===== src/gbp_pkg.sv =====
// ----------------------------------------------------------------------------
// gbp_pkg
// Shared types and constants for the gshare branch predictor.
// ----------------------------------------------------------------------------
package gbp_pkg;

	localparam int unsigned HISTORY_BITS_DEF = 15;
	localparam int unsigned ADDR_W           = 32;
	localparam int unsigned CTR_W            = 2;

	localparam logic [CTR_W-1:0] CTR_MAX = 2'b11;
	localparam logic [CTR_W-1:0] CTR_MIN = 2'b00;

	typedef struct packed {
		logic [ADDR_W-1:0] branch_address;
		logic              taken;
	} in_item_t;

	typedef struct packed {
		logic predicted_taken;
		logic prediction_correct;
	} out_item_t;

	typedef enum logic [1:0] {
		ST_CLEAR,
		ST_IDLE,
		ST_UPDATE
	} state_t;

	// controller to datapath
	typedef struct packed {
		logic clr;
		logic accept;
		logic update;
	} cmd_t;

	// datapath to controller
	typedef struct packed {
		logic clr_last;
	} status_t;

endpackage


===== src/gbp_ctrl.sv =====
// ----------------------------------------------------------------------------
// gbp_ctrl
// Sequencer for table clearing, lookup and counter write-back.
// ----------------------------------------------------------------------------
module gbp_ctrl (
	input  logic             clk,
	input  logic             arst_n,
	input  logic             in_valid,
	output logic             in_ready,
	output logic             out_valid,
	input  logic             out_ready,
	input  gbp_pkg::status_t status,
	output gbp_pkg::cmd_t    cmd
);

	gbp_pkg::state_t state_q;
	gbp_pkg::state_t state_d;
	logic            out_valid_q;

	always_ff @(posedge clk or negedge arst_n) begin
		if (!arst_n) begin
			state_q     <= gbp_pkg::ST_CLEAR;
			out_valid_q <= 1'b0;
		end else begin
			state_q <= state_d;
			if (cmd.update) begin
				out_valid_q <= 1'b1;
			end else if (out_ready) begin
				out_valid_q <= 1'b0;
			end
		end
	end

	always_comb begin
		state_d    = state_q;
		cmd        = '0;
		in_ready   = 1'b0;
		case (state_q)
			gbp_pkg::ST_CLEAR: begin
				cmd.clr = 1'b1;
				if (status.clr_last) begin
					state_d = gbp_pkg::ST_IDLE;
				end
			end
			gbp_pkg::ST_IDLE: begin
				in_ready = 1'b1;
				if (in_valid) begin
					cmd.accept = 1'b1;
					state_d    = gbp_pkg::ST_UPDATE;
				end
			end
			gbp_pkg::ST_UPDATE: begin
				// result slot free or being emptied this cycle
				if (!out_valid_q || out_ready) begin
					cmd.update = 1'b1;
					state_d    = gbp_pkg::ST_IDLE;
				end
			end
			default: begin
				state_d = gbp_pkg::ST_CLEAR;
			end
		endcase
	end

	assign out_valid = out_valid_q;

endmodule


===== config.mk =====
export PLATFORM = sky130hd
export DESIGN_NAME = gbp_ctrl
export DESIGN_NICKNAME = d
export VERILOG_FILES = /design/src/gbp_pkg.sv /design/src/gbp_ctrl.sv
export SDC_FILE = /design/constraint.sdc
export NUM_CORES = 1
export LEC_CHECK = 0
export CAP_MARGIN = 25
export CELL_PAD_IN_SITES_DETAIL_PLACEMENT = 0
export CELL_PAD_IN_SITES_GLOBAL_PLACEMENT = 1
export CORE_AREA = 5 5 42 44
export CTS_CLUSTER_SIZE = 40
export DETAILED_ROUTE_END_ITERATION = 10
export DIE_AREA = 0 0 47 49
export DONT_BUFFER_PORTS = 1
export PLACE_DENSITY = 0.39
export SLEW_MARGIN = 10
export SYNTH_ARGS = -nofsm -noshare
export SYNTH_HDL_FRONTEND = slang
export SYNTH_SLANG_ARGS = --single-unit

===== constraint.sdc =====
create_clock -name clk -period 1.56 [get_ports clk]
set_input_delay 0.234 -clock clk [delete_from_list [all_inputs] [get_ports clk]]
set_output_delay 0.234 -clock clk [all_outputs]
set_load 0.01 [all_outputs]

-- After elaboration in Yosys (flattened, before gate mapping)
Cells that the tools add are included.
- bits in latches: 0
- word-level logic and storage cells: 24
- memory bits (writable): 0
- register bits after elaboration: 3
- ROM bits: 0
- memories kept: 0
- add/subtract/negate cells: 0
- div/mod/pow operators: 0
- equal/unequal tests: 5
- reductions and logical operators: 5
- $lt $le $gt $ge: 0
- muxes and demuxes: 12
- bitwise logic cells: 0
- shifts and indexed selects: 0
- multipliers: 0
- operators by type and width (operator ; count):
    1-bit two-way mux ; 8
    2-bit two-way mux ; 3
    2-bit != test, second input constant ; 3
    2-bit case mux with 3 select lines ; 1
    3-bit AND reduction ; 1
    2-bit by 1-bit equality test with 1-bit output, second input constant ; 1
    2-bit equality test, second input constant ; 1
    2-bit logical NOT ; 1
    2-bit nonzero test ; 1
    1-bit logical NOT ; 1
    1-bit logical OR ; 1

-- Logic depth before layout (Yosys ltp)
Gate-level depths: netlist of run 1.
- depth in word-level cells: 5
- mapped depth: 2
- depth with buffers taken out: 2

-- Worst setup path after synthesis of run 1
OpenSTA, ideal clock, no wires.
- path kind: register to output
- start: reg state_q[0]
- end: out cmd[0] in the netlist's numbering
- stages on the path, launching flop included: 3
- setup slack: 0.588 ns
- arrival: 0.738 ns
- cells stage by stage: dfrtp_1 nand2b_1 a21oi_1
- RTL lines (item ; RTL line ; RTL):
    start, declared ; gbp_ctrl.sv:16 ; gbp_pkg::state_t state_q;
    start signal, assigned ; gbp_ctrl.sv:22 ; state_q <= gbp_pkg::ST_CLEAR;
    start signal, assigned ; gbp_ctrl.sv:25 ; state_q <= state_d;
    end, declared ; gbp_ctrl.sv:13 ; output gbp_pkg::cmd_t cmd

==> results of run 1 <==
[per-stage QoR]
step                      cell area (sq um)  power, mW  hold WS [ns]  util [%]
after detailed placement              172.7     0.2817      -0.06144     12.32
after CTS                             209.0     0.4310       0.09442     14.91
after global routing                  209.0     0.4603        0.1013     14.91
final                                 209.0     0.4204        0.1052     14.91
after global placement                172.7     0.2777      -0.06148     12.32
after floorplan                       152.6     0.2533      -0.06159         -
[cell families after synthesis]
group / count (synthesis) / synth area share (%)
AOI/OAI and AO/OA: 5 / 22.13
buffers and inverters: 3 / 7.377
DFF: 3 / 49.18
and+or+nand+nor: 5 / 21.32
[report_power, final]
part	internal (mW)	total [mW]	leakage [nW]	switching, mW
registers	0.113	0.161	0.0383	0.0480
clock network	0.0959	0.136	0.0150	0.0402
logic	0.0476	0.124	0.0527	0.0761
total	0.256	0.420	0.106	0.164
[how the worst max path moves through the flow]
stage          startpoint  endpoint  cells past startpoint
2_1_floorplan  state_q[0]    cmd[0]                      2
3_3_place_gp   state_q[0]    cmd[0]                      2
3_5_place_dp   state_q[0]    cmd[0]                      2
4_1_cts        state_q[0]    cmd[0]                      2
5_1_grt        state_q[0]    cmd[0]                      2
6_report       state_q[0]    cmd[0]                      2
[worst max-delay path, stage by stage (launching register included)]
cell      delay (ns)
dfrtp_1         0.40
nand2b_1        0.19
a21oi_1         0.24
[cell usage after synthesis]
library cell / n
o21bai_1: 1
o32ai_1: 1
inv_1: 3
and3b_2: 1
o21ai_0: 1
a21oi_1: 1
dfrtp_1: 3
nor2_1: 2
and3b_1: 1
a21o_1: 1
nand2b_1: 1
[metal layers]
layer / global-route usage, % / routed length, um
met2: 3.167 / 107
met3: 7.749 / 114
met1: 4.867 / 173
met4: 2.765 / 0
met5: 0 / 0
[state kept, by name, indices dropped and copies added, names as in the netlist]
signal	cells
out_valid	1
state_q	2
[cell type report]
type / instances / area [sq um] / area share (%)
clock buffers: 4 / 26.28 / 12.57
repair buffers: 1 / 10.01 / 4.790
well taps: 16 / 20.02 / 9.581
flip-flops and latches: 3 / 75.07 / 35.93
inverters: 3 / 11.26 / 5.389
multi-input cells: 10 / 66.31 / 31.74
[repair_timing]
action                                 CTS  global route
endpoints found under the hold margin    3             0
setup buffers                            0             0
hold buffers                             1             0
setup endpoints to repair                0             0
==> results.md, run 1 <==
* R2R Setup Slk at 0.61 ns
* Startpoint types: register
* Syn avg cell area at 9.540 sq um
* Initial antenna violation count at 0
* CP required at 1.33 ns
* Net count, final at 27
* Clk root buf: clkbuf_4
* N_diodes at 0
* First-pass GRT wire length at 627 um
* Warnings, synthesis at 0
* Maxcap violations at 0
* Sequential area share after synthesis at 49.18%
* Clock transition at the registers of the reported paths at 0.04 ns
* Reg2Reg Capture Point: state_q[1]
* Routed wire length at 395 um
* Total core area at 1401 sq um
* Clock Skew at 0.002292 ns
* Pwr/cell area at 2012 nW/um^2
* Most frequent cells in the layout: inv_1, clkbuf_4, dfrtp_1
* Worst slew margin at 82.95%
* Largest net degree at the start of global routing at 8
* Final Max Slew Viols at 0
* R2r worst-path depth at 2
* Number of port buffers at 0
* Reg2reg start: state_q[1]
* Final worst slack at 0.2646 ns
* Yosys top cell by area: dfrtp_1
* Final hold vios at 0
* DRC at 0
* Min Tclk post-route at 1.295 ns
* CTS tree: yes
* Clk sinks at 3
* Final setup viols at 0
* ANT nets after route at 0
* Number of global-route vias before repair at 142
* Critical path start-end classification: register to primary output
* Status: finished, final reports clean
* Hold Path Class: input port to register
* Yosys top cell area share at 49.18%
* Drt first pass iters at 2
* CTS H-tree depth at 1
* Num CTS Buffers at 3
* Leakage at 0.1059 nW
* Worst Setup End Kind: primary output
* Grt ovf at 0
* Clock buffer depth at 2
* Via density at 3.649
* Fraction of layout cells with a size suffix above 1 at 19.05%
* Layout Cells excl Fill at 37
* Area growth from synthesis to layout at 36.89%
* Synth Register Bits at 3
* Starting DRT DRC Count at 4
* Crit path DAT at 1.06 ns
* Worst VDD drop at 0.0005444 V
* Post-cts sizing count at 0
* Final period util at 83.04%
* Fill cells at 166
* Top post-synthesis cells by area: dfrtp_1, inv_1, and3b_2, and3b_1, o32ai_1
* TNS Setup at 0 ns
* Starting Density at 10.89%
* Post-DP HPWL at 301.6 um
* Gp weighted congestion at 0.6244
* Crit-path max FO at 5
* Worst skew pair latency at 0.23 ns
* Die area at 2303 sq um
* Io pins at 10
* Placed insts at 32
* Routed via count at 135
* Setup WS pre-CTS at 0.5190 ns
* Worst hold endpoint: state_q[0]
* Die Span X at 47 um
* RSZ-0062 raised after global routing: false
* Synth Cell Area at 152.6 sq um
* Distinct cell type count after synthesis at 11
* Hold depth at 1
* # rows at 14
* Max Clock Freq at 772.0 MHz
* GRT Total Usage at 4.446%
* Cells after Synth at 16
* Measured slew at the worst slew-check pin at 0.2565 ns
* HP Start: in_valid
* Die Span Y at 49 um
* Syn Nets at 21
* Avg WL per Cell at 10.68 um
(Power assumes the default switching activity.)
==> inputs of run 2 (changes only) <==
--- a/config.mk
+++ b/config.mk
@@ -5,6 +5,7 @@
 export SDC_FILE = /design/constraint.sdc
 export NUM_CORES = 1
 export LEC_CHECK = 0
+export ABC_AREA = 1
 export CAP_MARGIN = 25
 export CELL_PAD_IN_SITES_DETAIL_PLACEMENT = 0
 export CELL_PAD_IN_SITES_GLOBAL_PLACEMENT = 1
@@ -13,7 +14,7 @@
 export DETAILED_ROUTE_END_ITERATION = 10
 export DIE_AREA = 0 0 47 49
 export DONT_BUFFER_PORTS = 1
-export PLACE_DENSITY = 0.39
+export PLACE_DENSITY = 0.41
 export SLEW_MARGIN = 10
 export SYNTH_ARGS = -nofsm -noshare
 export SYNTH_HDL_FRONTEND = slang
==> constraint.sdc (replaced) <==
create_clock -name clk -period 1.3 [get_ports clk]
set_input_delay 0.195 -clock clk [delete_from_list [all_inputs] [get_ports clk]]
set_output_delay 0.195 -clock clk [all_outputs]
set_load 0.01 [all_outputs]
==> results.md, run 2 <==
* Starting Density at 11.25% (+0.36 points)
* # rows at 14 (unchanged)
* Net count, final at 33 (+22%)
* Final setup viols at 0 (unchanged)
* Total core area at 1401 sq um (unchanged)
* Syn avg cell area at 7.166 sq um (-25%)
* Yosys top cell area share at 47.62% (-1.6 points)
* Clock Skew at 0.001672 ns (-0.0006195 ns)
* Starting DRT DRC Count at 3 (-1)
* Distinct cell type count after synthesis at 8 (-3)
* Final hold vios at 0 (unchanged)
* Clock buffer depth at 2 (unchanged)
* Min Tclk post-route at 1.201 ns
* Die area at 2303 sq um (unchanged)
* Io pins at 10 (unchanged)
* Crit path max-delay family: flip-flops
* CP required at 1.11 ns (-0.22 ns)
* Leakage at 0.1102 nW (+4.0%)
* Top post-synthesis cells by area: dfrtp_1, inv_1, nand2_1, nor2_1, nor2_2
* Post-DP HPWL at 315.1 um (+4.5%)
* Post-synth top cells: inv_1, nand2_1, nor2_1, dfrtp_1, nor2_2
* ANT nets after route at 0 (unchanged)
* Worst Setup End Kind: primary output
* Layout Cells excl Fill at 43 (+16%)
* Pwr/cell area at 2368 nW/um^2 (+18%)
* RSZ-0062 raised after global routing: false
* N_diodes at 0 (unchanged)
* Warnings, synthesis at 0 (unchanged)
* Worst slew margin at 81.09% (-1.9 points)
* Die Span X at 47 um (unchanged)
* Setup WS pre-CTS at 0.3355 ns (-0.1836 ns)
* Commonest non-fill, non-tap cell in the layout: inv_1
* EDFF count, synth at 0 (unchanged)
* Worst-path cell chain: nor2_2 > inv_1 > nor2_1
* Startpoint types: register
* CTS H-tree depth at 1 (unchanged)
* Grt ovf at 0 (unchanged)
* Post-CTS Setup Repair Bufs at 0 (unchanged)
* Placed insts at 38 (+19%)
* Area growth from synthesis to layout at 35.71%
* TNS Setup at 0 ns (unchanged)
* Clock transition at the registers of the reported paths at 0.04 ns (about the same)
* Die Span Y at 49 um (unchanged)
* Final Max Slew Viols at 0 (unchanged)
* DRC at 0 (unchanged)
* Cells after Synth at 22 (+6)
* Synth Cell Area at 157.7 sq um (+3.3%)
* Final Power at 506.6 uW (+21%)
* Crit-path max cell delay at 0.40 ns (about the same)
* Routed via count at 137 (+1.5%)
* Routed wire length on met2 at 119 um (+11%)
* Largest register FFs at 2 (unchanged)
* Crit path DAT at 1.01 ns (-0.05 ns)
* Measured slew at the worst slew-check pin at 0.2826 ns (+0.02611 ns)
* Ys async rst share at 100.0% (unchanged)
* Primary FF master, synth: dfrtp_1
* Hold Worst Slack at 0.07599 ns (-0.02918 ns)
* Via density at 3.186 (-13%)
* GRT Total Usage at 4.302% (-0.14 points)
* Critical path start-end classification: register to primary output
* Hold Path Class: input port to register
* Initial antenna violation count at 0 (unchanged)
* Final period util at 92.40%
* Sequential area share after synthesis at 47.62% (-1.6 points)
* Most frequent cells in the layout: inv_1, nor2_1, nand2_1
* Syn Nets at 27 (+29%)
* Met3 WL at 90 um (-21%)
* Top sig layer: met3
* Maxcap violations at 0 (unchanged)
* CTS tree: yes
* Crit-path max FO at 4 (-1)
* Largest net degree at the start of global routing at 5 (-3)
* Count leader, synth: inv_1
* Biggest register: state_q
* Num CTS Buffers at 3 (unchanged)
* Final worst slack at 0.09877 ns (-0.1658 ns)
* Worst skew pair latency at 0.23 ns (about the same)
* Clk sinks at 3 (unchanged)
* Number of port buffers at 0 (unchanged)
* Gp weighted congestion at 0.7283 (+17%)
* Worst VDD drop at 0.0007242 V (+33%)
* WL met1 at 174 um (+0.58%)
* Number of global-route vias before repair at 150 (+5.6%)
* Buf/Inv on CP at 1 (+1)
* Crit path max-delay cell type: dfrtp_1
* First-pass GRT wire length at 600 um (-4.3%)
* Routed wire length at 385 um (-2.5%)
* Drt first pass iters at 2 (unchanged)
* Yosys top cell by area: dfrtp_1
* Synth Register Bits at 3 (unchanged)
* Max Clock Freq at 832.5 MHz
* Status: finished, final reports clean
* Fraction of layout cells with a size suffix above 1 at 18.52% (-0.53 points)
* Clk root buf: clkbuf_4
* Avg WL per Cell at 8.953 um (-16%)
## run 2: cell families (layout without fill, tap and decap cells)
kind of cell | after synthesis | in the layout | share of synthesized area [%]
simple gates | 10 | 10 | 26.98
buf+inv | 6 | 11 | 14.28
compound gates | 3 | 3 | 11.11
flops | 3 | 3 | 47.62
## run 2: cell type report
class | instances | area (sq um)
Fill cell | 170 | 1187
Sequential cell | 3 | 75.07
Multi-Input combinational cell | 13 | 60.06
Clock buffer | 4 | 26.28
Inverter | 6 | 22.52
Tap cell | 16 | 20.02
Timing Repair Buffer | 1 | 10.01
## run 2: per-layer routing
metal	vias up	GRT usage, %
li1	72	-
met1	54	4.857
met2	11	3.394
met3	0	7.749
met4	0	1.382
met5	-	0
## run 2: final timing paths
kind	depth (start not counted)	slack, ns	end	start
setup / recovery	3	0.1	cmd[0]	state_q[0]
hold / removal	1	0.08	out_valid	out_ready
setup reg to reg	4	0.33	state_q[0]	state_q[0]
hold reg to reg	2	0.58	state_q[0]	state_q[1]
max in group asynchronous	1	0.92	out_valid	arst_n
min in group asynchronous	1	0.22	state_q[1]	arst_n
## run 2: metrics by stage
step	util [%]	cell area [sq um]
3_5_place_dp	12.68	177.7
4_1_cts	15.27	214.0
2_1_floorplan	-	157.7
5_1_grt	15.27	214.0
3_3_place_gp	12.68	177.7
6_report	15.27	214.0
## run 2: timing repair
item	in CTS	in global routing
resized for setup	0	0
hold endpoints to repair	3	0
hold buffers	1	0
## run 2: power by group
group | leakage [nW] | switching (mW) | internal [mW] | total (mW)
Combinational | 0.0576 | 0.117 | 0.0509 | 0.168
Clock | 0.0150 | 0.0483 | 0.115 | 0.163
Sequential | 0.0376 | 0.0403 | 0.135 | 0.175
==> inputs of run 3 (changes only) <==
==> constraint.sdc (replaced) <==
create_clock -name clk -period 1.42 [get_ports clk]
set_input_delay 0.142 -clock clk [delete_from_list [all_inputs] [get_ports clk]]
set_output_delay 0.142 -clock clk [all_outputs]
set_load 0.01 [all_outputs]
==> results.md, run 3 (synthesized netlist as in run 2, its figures left out) <==
* Largest net degree at the start of global routing at 5 (unchanged)
* Clk sinks at 3 (unchanged)
* Worst hold endpoint: out_valid
* Reg2Reg Capture Point: state_q[0]
* Final period util at 82.09%
* N_diodes at 0 (unchanged)
* Starting Density at 11.25% (unchanged)
* Maxcap violations at 0 (unchanged)
* Post-CTS Setup Repair Bufs at 0 (unchanged)
* CP required at 1.28 ns (+0.17 ns)
* ANT nets after route at 0 (unchanged)
* R2r worst-path depth at 4 (unchanged)
* Worst skew pair latency at 0.24 ns (about the same)
* Final worst slack at 0.2543 ns (+0.1555 ns)
* First-pass GRT wire length at 655 um (+9.2%)
* Drt first pass iters at 3 (+1)
* GRT Total Usage at 4.577% (+0.28 points)
* Critical path start-end classification: register to primary output
* Gp weighted congestion at 0.7213 (-0.96%)
* Fill cells at 177 (+4.1%)
* Number of global-route vias before repair at 172 (+15%)
* Biggest register: state_q
* Clock buffer depth at 2 (unchanged)
* TNS Setup at 0 ns (unchanged)
* Area growth from synthesis to layout at 35.71% (unchanged)
* Reg2reg start: state_q[0]
* Max Clock Freq at 857.8 MHz
* Die area at 2303 sq um (unchanged)
* Fraction of layout cells with a size suffix above 1 at 18.52% (unchanged)
* Number of port buffers at 0 (unchanged)
* Grt ovf at 0 (unchanged)
* Crit path DAT at 1.02 ns (about the same)
* Die Span X at 47 um (unchanged)
* Starting DRT DRC Count at 5 (+2)
* Post-DP HPWL at 335.6 um (+6.5%)
* Die Span Y at 49 um (unchanged)
* Final hold vios at 0 (unchanged)
* Clock Skew at 0.002417 ns (+0.0007447 ns)
* Net count, final at 33 (unchanged)
* Design area at 214.0 sq um (unchanged)
* Avg WL per Cell at 9.395 um (+4.9%)
* Worst VDD drop at 0.0006404 V (-12%)
* Routed wire length at 404 um (+4.9%)
* Final setup viols at 0 (unchanged)
* Switch Pwr at 191.8 uW (-6.7%)
* Num CTS Buffers at 3 (unchanged)
* Leakage at 0.1102 nW (unchanged)
* CTS H-tree depth at 1 (unchanged)
* Via density at 3.535 (+11%)
* Setup WS pre-CTS at 0.4245 ns (+0.08903 ns)
* Comb pwr share at 32.6% (-0.5 points)
* # rows at 14 (unchanged)
* HP Start: out_ready
* Worst slew margin at 81.74% (+0.65 points)
* Most frequent cells in the layout: inv_1, nor2_1, nand2_1
* CTS tree: yes
* Min Tclk post-route at 1.166 ns
* Io pins at 10 (unchanged)
* Status: finished, final reports clean
* Largest register FFs at 2 (unchanged)
* Multi-input logic area at 60.06 sq um (unchanged)
* Hold depth at 1 (unchanged)
* Commonest non-fill, non-tap cell in the layout: inv_1
* Crit-path max FO at 4 (unchanged)
* Pwr/cell area at 2185 nW/um^2 (-7.7%)
* Switch share at 41.03% (+0.46 points)
* Total core area at 1401 sq um (unchanged)
* R2R Setup Slk at 0.43 ns (+0.10 ns)
* RSZ-0062 raised after global routing: false
* Clock transition at the registers of the reported paths at 0.04 ns (about the same)
* Routed via count at 152 (+11%)
* Measured slew at the worst slew-check pin at 0.2729 ns (-0.009694 ns)
* Clock share of power at 32.5% (+0.3 points)
* Startpoint types: register
* Hold Path Class: input port to register
* Register area at 75.07 sq um (unchanged)
* Placed inst area at 177.7 sq um (unchanged)
* Internal Power at 275.7 uW (-8.5%)
* Final Max Slew Viols at 0 (unchanged)
* Sequential Power Share at 34.9% (+0.3 points)
* Worst Setup End Kind: primary output
* Initial antenna violation count at 0 (unchanged)
* Clk root buf: clkbuf_4
* DRC at 0 (unchanged)
run 3: cell type report:
type | count | area share (%)
multi-input combinational | 13 | 28.07
clock buffer | 4 | 12.28
inverter | 6 | 10.53
timing repair buffer | 1 | 4.678
sequential | 3 | 35.09
tap | 16 | 9.357
run 3: worst max-delay path by stage:
stage                    start    endpoint  slack (ns)  cells past startpoint
detailed placement  state_q[0]  state_q[0]        0.42                      4
global route        state_q[1]      cmd[0]        0.16                      4
CTS                 state_q[0]      cmd[0]        0.23                      3
finish              state_q[0]      cmd[0]        0.25                      3
floorplan           state_q[0]  state_q[0]        0.52                      4
global placement    state_q[0]  state_q[0]        0.46                      4
run 3: per-stage QoR:
stage | hold WS, ns | power, mW | instances | utilization [%]
after floorplan | -0.1536 | 0.2869 | 22 | -
after global placement | -0.1535 | 0.3101 | 38 | 12.68
after detailed placement | -0.1534 | 0.3171 | 38 | 12.68
after CTS | 0.03481 | 0.4815 | 43 | 15.27
after global routing | 0.02349 | 0.5101 | 43 | 15.27
final | 0.02918 | 0.4674 | 43 | 15.27
run 3: power by group through the flow:
stage	combinational [mW]	sequential, mW	clock, mW
after floorplan	0.130	0.157	0
after global placement	0.148	0.162	0
after detailed placement	0.153	0.164	0
after CTS	0.159	0.164	0.158
after global routing	0.176	0.170	0.164
final	0.152	0.163	0.152
run 3: routing by layer:
layer	GRT usage (%)	wire, um	vias up
li1	-	-	72
met3	7.011	83	0
met4	1.382	0	0
met2	4.977	160	13
met5	0	0	-
met1	4.615	160	67
run 3: what timing repair did:
item | 4_1_cts | 5_1_grt
resized for setup | 0 | 0
hold endpoints to repair | 3 | 0
hold buffers | 1 | 0
run 3: critical path: stages, from the launching register on:
cell     delay (ns)
dfrtp_1        0.41
nor2_2         0.14
inv_1          0.06
nor2_1         0.19
